<file path="config.mk">
export PLATFORM = sky130hd
export DESIGN_NAME = escape_run_length_decoder
export DESIGN_NICKNAME = d
export VERILOG_FILES = /design/src/hdl/erld_pkg.sv /design/src/hdl/escape_run_length_decoder.sv
export SDC_FILE = /design/constraint.sdc
export NUM_CORES = 1
export LEC_CHECK = 0
export BUFFER_PORTS_ARGS = -buffer_cell sky130_fd_sc_hd__buf_2
export CAP_MARGIN = 20
export CORE_MARGIN = 4
export CORE_UTILIZATION = 41
export DETAILED_ROUTE_END_ITERATION = 8
export SYNTH_ARGS = -nofsm -noshare
export SYNTH_HDL_FRONTEND = slang
export SYNTH_SLANG_ARGS = --single-unit
</file>
<file path="constraint.sdc">
create_clock -name clock -period 12.36 [get_ports clock]
set_input_delay 3.09 -clock clock [delete_from_list [all_inputs] [get_ports clock]]
set_output_delay 3.09 -clock clock [all_outputs]
set_load 0.1 [all_outputs]
</file>
<file path="src/hdl/erld_pkg.sv">
`default_nettype none

package erld_pkg;

   // escape byte that opens a run group, and the length of that group
   localparam logic [7:0] EscByte  = 8'hED;
   localparam logic [2:0] GroupLen = 3'd4;

   // destination size after reset
   localparam logic [15:0] DestReset = 16'd16384;

   // result queue: one request can raise up to five results
   localparam int ResultDepth = 8;
   localparam int ResultIdxW  = $clog2(ResultDepth);
   localparam int ResultCntW  = $clog2(ResultDepth + 1);
   // the queue takes a request only while at least this many slots are free
   localparam int MaxResults  = 5;

   typedef struct packed {
      logic [7:0] data_byte;
      logic       final_byte;
   } req_type;

   typedef struct packed {
      logic [7:0]  fill_value;
      logic [15:0] repeat_res;
      logic        status;
      logic [15:0] consumed;
      logic        block_end;
   } rsp_type;

endpackage

`default_nettype wire

</file>
<file path="src/hdl/escape_run_length_decoder.sv">
// results: a taken request writes its results into the result queue, and rsp offers them from its head
// throughput: one request per cycle while each request raises at most one
//    result and rsp_stall is low; a final byte raises up to five results,
//    drained from an eight-entry result queue one per cycle while rsp_stall
//    is low, and req_stall rises while fewer than five queue slots are free
// reset: synchronous, clears the window, counters and queue; dest_size = 16384
`default_nettype none

module escape_run_length_decoder
   import erld_pkg::*;
(
   input  wire logic        clock,
   input  wire logic        reset,
   // compressed byte requests
   input  wire logic        req_valid,
   output logic             req_stall,
   input  wire req_type     req_data,
   // decoded results
   output logic             rsp_valid,
   input  wire logic        rsp_stall,
   output rsp_type          rsp_data,
   // destination size register
   input  wire logic        csr_valid,
   output logic             csr_ready,
   input  wire logic [15:0] csr_data
);

   // block state
   logic [15:0] dest_ff, dest_in;
   logic [7:0]  pend_ff [3];
   logic [7:0]  pend_in [3];
   logic [1:0]  pcnt_ff, pcnt_in;
   logic [15:0] room_ff, room_in;
   logic [15:0] cons_ff, cons_in;
   logic        full_ff, full_in;
   logic        err_ff, err_in;
   logic        open_ff, open_in;

   // result queue
   rsp_type                 queue_ff [ResultDepth];
   logic [ResultIdxW-1:0]   head_ff, head_in;
   logic [ResultIdxW-1:0]   tail_ff, tail_in;
   logic [ResultCntW-1:0]   count_ff, count_in;

   // decode of the current request
   logic        req_take;
   logic        rsp_take;
   logic [15:0] room0;
   logic        full0;
   logic        take_new;
   logic [2:0]  nn;
   logic [7:0]  win [4];
   logic        is_run;
   logic        is_lit;
   logic [15:0] run_cnt;
   logic        run_err;
   logic [15:0] run_len;
   logic [2:0]  lit_n;
   logic [2:0]  body_n;
   logic [2:0]  res_n;
   logic [2:0]  used;
   logic [15:0] room1;
   logic [16:0] cons_sum;
   logic [15:0] cons1;
   logic        err1;
   rsp_type     run_res;
   rsp_type     close_res;
   rsp_type     res [ResultDepth];

   // handshakes
   assign req_take  = req_valid && !req_stall;
   assign rsp_take  = rsp_valid && !rsp_stall;
   assign csr_ready = 1'b1;
   assign req_stall = count_ff > ResultCntW'(ResultDepth - MaxResults);
   assign rsp_valid = count_ff != '0;
   assign rsp_data  = queue_ff[head_ff];

   // window assembly and group decision
   always_comb begin
      room0    = open_ff ? room_ff : dest_ff;
      full0    = open_ff ? full_ff : (dest_ff == 16'd0);
      take_new = !full0;
      nn       = {1'b0, pcnt_ff} + {2'b00, take_new};
      for (int i = 0; i < 3; i++) begin
         if (2'(i) < pcnt_ff) begin
            win[i] = pend_ff[i];
         end else if (2'(i) == pcnt_ff && take_new) begin
            win[i] = req_data.data_byte;
         end else begin
            win[i] = 8'h00;
         end
      end
      win[3] = (pcnt_ff == 2'd3 && take_new) ? req_data.data_byte : 8'h00;

      is_run = !full0 && nn == GroupLen && win[0] == EscByte && win[1] == EscByte;
      is_lit = !full0 && !is_run && (nn == GroupLen || req_data.final_byte);

      // run length clipped to the room left
      run_cnt = {8'h00, win[2]};
      run_err = run_cnt > room0;
      run_len = run_err ? room0 : run_cnt;

      // literals: one per byte, or on the final byte the whole window clipped to the room left
      if (!req_data.final_byte) begin
         lit_n = 3'd1;
      end else if (room0 >= {13'd0, nn}) begin
         lit_n = nn;
      end else begin
         lit_n = room0[2:0];
      end

      if (is_run) begin
         body_n = 3'd1;
         used   = GroupLen;
         room1  = room0 - run_len;
      end else if (is_lit) begin
         body_n = lit_n;
         used   = lit_n;
         room1  = room0 - {13'd0, lit_n};
      end else begin
         body_n = 3'd0;
         used   = 3'd0;
         room1  = room0;
      end
      res_n = body_n + {2'b00, req_data.final_byte};

      // saturating consumed count
      cons_sum = {1'b0, cons_ff} + {14'd0, used};
      cons1    = cons_sum[16] ? 16'hFFFF : cons_sum[15:0];
      err1     = err_ff || (is_run && run_err);

      run_res.fill_value = win[3];
      run_res.repeat_res = run_len;
      run_res.status     = run_err;
      run_res.consumed   = 16'd0;
      run_res.block_end  = 1'b0;

      close_res.fill_value = 8'h00;
      close_res.repeat_res = room1;
      close_res.status     = err1;
      close_res.consumed   = cons1;
      close_res.block_end  = 1'b1;

      // ordered result list: body results first, closing result after
      for (int i = 0; i < ResultDepth; i++) begin
         if (3'(i) < body_n && i < 4) begin
            if (is_run) begin
               res[i] = run_res;
            end else begin
               res[i].fill_value = win[2'(i)];
               res[i].repeat_res = 16'd1;
               res[i].status     = 1'b0;
               res[i].consumed   = 16'd0;
               res[i].block_end  = 1'b0;
            end
         end else begin
            res[i] = close_res;
         end
      end
   end

   // next block state
   always_comb begin
      dest_in = dest_ff;
      pend_in = pend_ff;
      pcnt_in = pcnt_ff;
      room_in = room_ff;
      cons_in = cons_ff;
      full_in = full_ff;
      err_in  = err_ff;
      open_in = open_ff;
      if (csr_valid && csr_ready) begin
         dest_in = csr_data;
      end
      if (req_take) begin
         if (req_data.final_byte) begin
            pend_in = '{8'h00, 8'h00, 8'h00};
            pcnt_in = 2'd0;
            room_in = dest_ff;
            cons_in = 16'd0;
            full_in = 1'b0;
            err_in  = 1'b0;
            open_in = 1'b0;
         end else begin
            if (is_run) begin
               pend_in = '{8'h00, 8'h00, 8'h00};
               pcnt_in = 2'd0;
            end else if (is_lit) begin
               pend_in = '{win[1], win[2], win[3]};
               pcnt_in = 2'd3;
            end else begin
               pend_in = '{win[0], win[1], win[2]};
               pcnt_in = nn[1:0];
            end
            room_in = room1;
            cons_in = cons1;
            full_in = full0 || (room1 == 16'd0);
            err_in  = err1;
            open_in = 1'b1;
         end
      end
   end

   // next queue pointers
   always_comb begin
      head_in  = head_ff;
      tail_in  = tail_ff;
      count_in = count_ff;
      if (rsp_take) begin
         head_in  = head_ff + 1'b1;
         count_in = count_in - 1'b1;
      end
      if (req_take) begin
         tail_in  = tail_ff + res_n;
         count_in = count_in + ResultCntW'(res_n);
      end
   end

   // control registers
   always_ff @(posedge clock) begin
      if (reset) begin
         dest_ff  <= DestReset;
         pend_ff  <= '{8'h00, 8'h00, 8'h00};
         pcnt_ff  <= 2'd0;
         room_ff  <= DestReset;
         cons_ff  <= 16'd0;
         full_ff  <= 1'b0;
         err_ff   <= 1'b0;
         open_ff  <= 1'b0;
         head_ff  <= '0;
         tail_ff  <= '0;
         count_ff <= '0;
      end else begin
         dest_ff  <= dest_in;
         pend_ff  <= pend_in;
         pcnt_ff  <= pcnt_in;
         room_ff  <= room_in;
         cons_ff  <= cons_in;
         full_ff  <= full_in;
         err_ff   <= err_in;
         open_ff  <= open_in;
         head_ff  <= head_in;
         tail_ff  <= tail_in;
         count_ff <= count_in;
      end
   end

   // result queue storage: each request writes its results from the tail on
   always_ff @(posedge clock) begin
      for (int j = 0; j < ResultDepth; j++) begin
         if (req_take && ResultIdxW'(ResultIdxW'(j) - tail_ff) < res_n) begin
            queue_ff[j] <= res[ResultIdxW'(ResultIdxW'(j) - tail_ff)];
         end
      end
   end

endmodule

`default_nettype wire

</file>
==> key figures <==
Critical path
  • Critical-path top delay cell: o31ai_2
  • Buf/Inv on CP: 2
  • Worst path top cell family by delay: compound AO/OA/AOI/OAI gates
  • CP peak stage delay: 0.84 ns
  • Critical path class: input port to register
  • CP endpoint kind: register
  • Max Fanout on Critical Path: 15
  • R2R depth: 21
  • Critical path launch point type: input port
  • Critical path depth in cells: 19
  • Arr. time, crit path: 8.57 ns
  • Worst path cell trace: buf_2 > nand3_1 > o21ai_0 > ha_1 > o21a_1 > o21a_1 > o31ai_2 > mux2i_1 > ha_1 > inv_1 > fa_1 > a21oi_1 > o211ai_1 > o41ai_1 > nand3_1 > or4_1 > a21o_1 > nand2_1 > nor2_1
  • Worst Path Required: 12.65 ns

Floorplanning
  • # IOs: 75
  • Die width: 245.0 um
  • Die ar.: 60,030 um^2
  • Height of the die: 245.0 um
  • Effective utilization at floorplan: 41.65%
  • Row Count: 86
  • Core area: 55,310 um^2

STA
  • Worst slew pin tran: 1.228 ns
  • Hold violation total from the final report: 0
  • Setup TNS: 0 ns
  • Setup ws final: 4.075 ns
  • Worst hold margin: 0.4612 ns
  • Setup violators final: 0
  • RSZ-0062 raised after global routing: false
  • Period utilization: 67.03%
  • Highest Clock Rate: 120.7 MHz
  • Minimum clock period: 8.285 ns
  • Max-slew headroom: 17.61%
  • Pins over their slew limit: 0
  • Clock Skews: 0.03341 ns

Route
  • Vias per Instance: 6.086
  • Pre-antenna DRT Iters: 6
  • Per-cell routed wire length: 24.91 um
  • Number of remaining DRC errors: 0
  • Drt total wl: 71,470 um
  • Final ANT Viol Nets: 0
  • Vias: 17,462
  • Initial DRC count: 1,791

Final layout
  • Antenna diodes: 0
  • Reg area: 11,900 um^2
  • Filler cells: 5,027
  • Number of nets in the layout: 2,169
  • Fraction of layout cells with a size suffix above 1: 19.42%
  • Area of the multi-input gates: 10,450 um^2
  • Area growth, synth to finish: 12.07%

Place
  • Pre-CTS setup slack: 3.589 ns
  • Port-buffer cells: 73
  • Gpl congestion: 0.9466
  • Placed wire-length estimate: 46,630 um

Yosys
  • Seq/Total Area, Yosys: 51.63%
  • Syn_area_per_cell: 11.22 um^2
  • Cell area after synthesis: 23,030 um^2
  • Yosys warns: 0
  • Synthesized Nets: 2,138
  • Yosys reg bits: 426
  • Synth Instances: 2,052
  • Synth cell types: 104
  • Post-synth EDFFs: 336
  • Top-area cell type share of the netlist area: 43.80%
  • Synth area leaders: edfxtp_1, mux4_2, dfxtp_1, nor2_1, ha_1
  • Post-synth ARST share: 0%
  • Synth Flop Type: edfxtp_1
  • Area leader, netlist: edfxtp_1

Clock network
  • Clk sinks: 426
  • Post_cts resized: 0
  • Clk_lat worst skew: 0.59 ns
  • H-tree Lvls: 2
  • # Post-CTS Setup Buffers: 0
  • CTS tree: yes
  • Max clock buf depth: 3
  • Clk root buf: clkbuf_16
  • Hold_buf cts: 0
  • CTS clk-pin slew, worst paths: 0.06 ns
  • TritonCTS Buffers: 47

Global route
  • First-pass GRT wire length: 108,900 um
  • Tot GR Track Use: 23.60%
  • Initial antenna violation count: 0
  • Vias in the first global route: 17,254
  • Largest net degree at the start of global routing: 59
  • Total gr overflow: 0

Hold path
  • Hold Path Class: register to register
  • Hold depth: 2

Run
  • Max_cap viols: 0

Power
  • Total leakage power: 8.953 nW
  • Peak VDD IR: 0.1388 mV
  • PwrDens: 254.9 nW/um^2

Outcome
  • Outcome: completed
-- cells by family (layout without fill, tap and decap cells) --
kind of cell | after synthesis | count (layout) | synth area share [%]
multiplexers | 180 | 180 | 12.77
other | 1 | 1 | 0.01628
AND/OR/NAND/NOR | 707 | 707 | 13.40
flip-flops | 426 | 426 | 51.63
adder cells (fa/ha/maj) | 56 | 56 | 3.205
XOR/XNOR | 38 | 38 | 1.543
buffers and inverters | 197 | 266 | 3.645
AO/OA/AOI/OAI | 447 | 447 | 13.80
-- stage by stage --
| step | area [um^2] | instances | utilization, % | total power [W] |
|---|---|---|---|---|
| final | 25810 | 2869 | 46.67 | 0.006579 |
| after CTS | 25810 | 2868 | 46.66 | 0.006597 |
| after detailed placement | 24230 | 2781 | 43.82 | 0.005157 |
| after global placement | 24230 | 2780 | 43.81 | 0.005108 |
| after floorplan | 23030 | 2052 | - | 0.004342 |
| after global routing | 25810 | 2869 | 46.67 | 0.006858 |
-- routing by layer --
| metal | up-vias | wire [um] | global-route usage [%] |
|---|---|---|---|
| met2 | 802 | 33620 | 38.35 |
| met3 | 140 | 5850 | 4.610 |
| met5 | - | 0 | 0 |
| met1 | 8786 | 29880 | 32.40 |
| met4 | 0 | 2130 | 6.813 |
| li1 | 7734 | - | - |
-- worst min-delay path: cells and delay by family, from the launching register on --
kind	cells	cell delay, ns
and+or+nand+nor	1	0.05
AOI/OAI and AO/OA	1	0.05
DFF	1	0.31
-- synthesized netlist by cell type (all sizes together) (24+ instances only) --
library cell,instances
nor2,411
edfxtp,336
nand2,136
dfxtp,90
clkbuf,88
a21oi,84
mux4,84
o22ai,70
o21ai,59
buf,54
inv,52
ha,51
mux2i,49
mux2,47
a22oi,36
nand3,36
nor3,29
o211ai,24
-- placed cells by master (no fill, tap or decap), types with 9 or more instances in the layout --
cell	netlist	routed
nor2_1	399	399
edfxtp_1	336	336
nand2_1	133	132
dfxtp_1	90	87
mux4_2	84	84
a21oi_1	81	79
buf_2	25	73
o22ai_1	67	67
o21ai_0	53	53
ha_1	51	51
buf_4	5	51
inv_1	48	48
mux2_2	47	47
clkbuf_16	0	47
mux2i_1	46	46
a22oi_1	36	36
nand3_1	35	35
nor3_1	28	28
o211ai_1	24	24
xnor2_1	22	22
nand4_1	21	21
o21a_1	15	15
a21o_1	13	13
xor2_1	13	13
a22o_1	13	13
a2bb2oi_1	13	13
nor2_2	11	11
nand2b_1	10	10
a211oi_4	1	10
nor2b_1	10	10
a211oi_1	19	10
o31ai_1	11	10
a31oi_1	10	10
or2_2	9	9
clkbuf_8	0	9
-- registers in the layout, summed over array words and instances (netlist names), named ones only --
name      cells
err_ff        1
room_ff      16
tail_ff       3
dest_ff      16
pend_ff      24
pcnt_ff       2
head_ff       3
queue_ff    336
count_ff      4
full_ff       1
cons_ff      16
open_ff       1
-- layout make-up --
cell class | instances | area share [%]
Tap cell | 748 | 3.626
Clock buffer | 63 | 5.138
Sequential cell | 426 | 46.10
Multi-Input combinational cell | 1429 | 40.47
Inverter | 55 | 0.8095
Timing Repair Buffer | 124 | 2.899
Clock inverter | 24 | 0.9549
-- final timing paths --
| path | from | endpoint | slack (ns) |
|---|---|---|---|
| setup / recovery | req_data[3] | queue_ff[5][32] | 4.07 |
| hold / removal | room_ff[1] | room_ff[1] | 0.46 |
| hold reg to reg | room_ff[1] | room_ff[1] | 0.46 |
| setup reg to reg | dest_ff[10] | queue_ff[5][32] | 4.74 |
-- where the power goes --
part | internal, W | switching, W | leakage [nW]
sequential | 0.00198 | 0.000121 | 3.87
clock | 0.000840 | 0.000594 | 0.767
combinational | 0.000836 | 0.00220 | 4.31
total | 0.00366 | 0.00292 | 8.95
(Power assumes the default switching activity.)
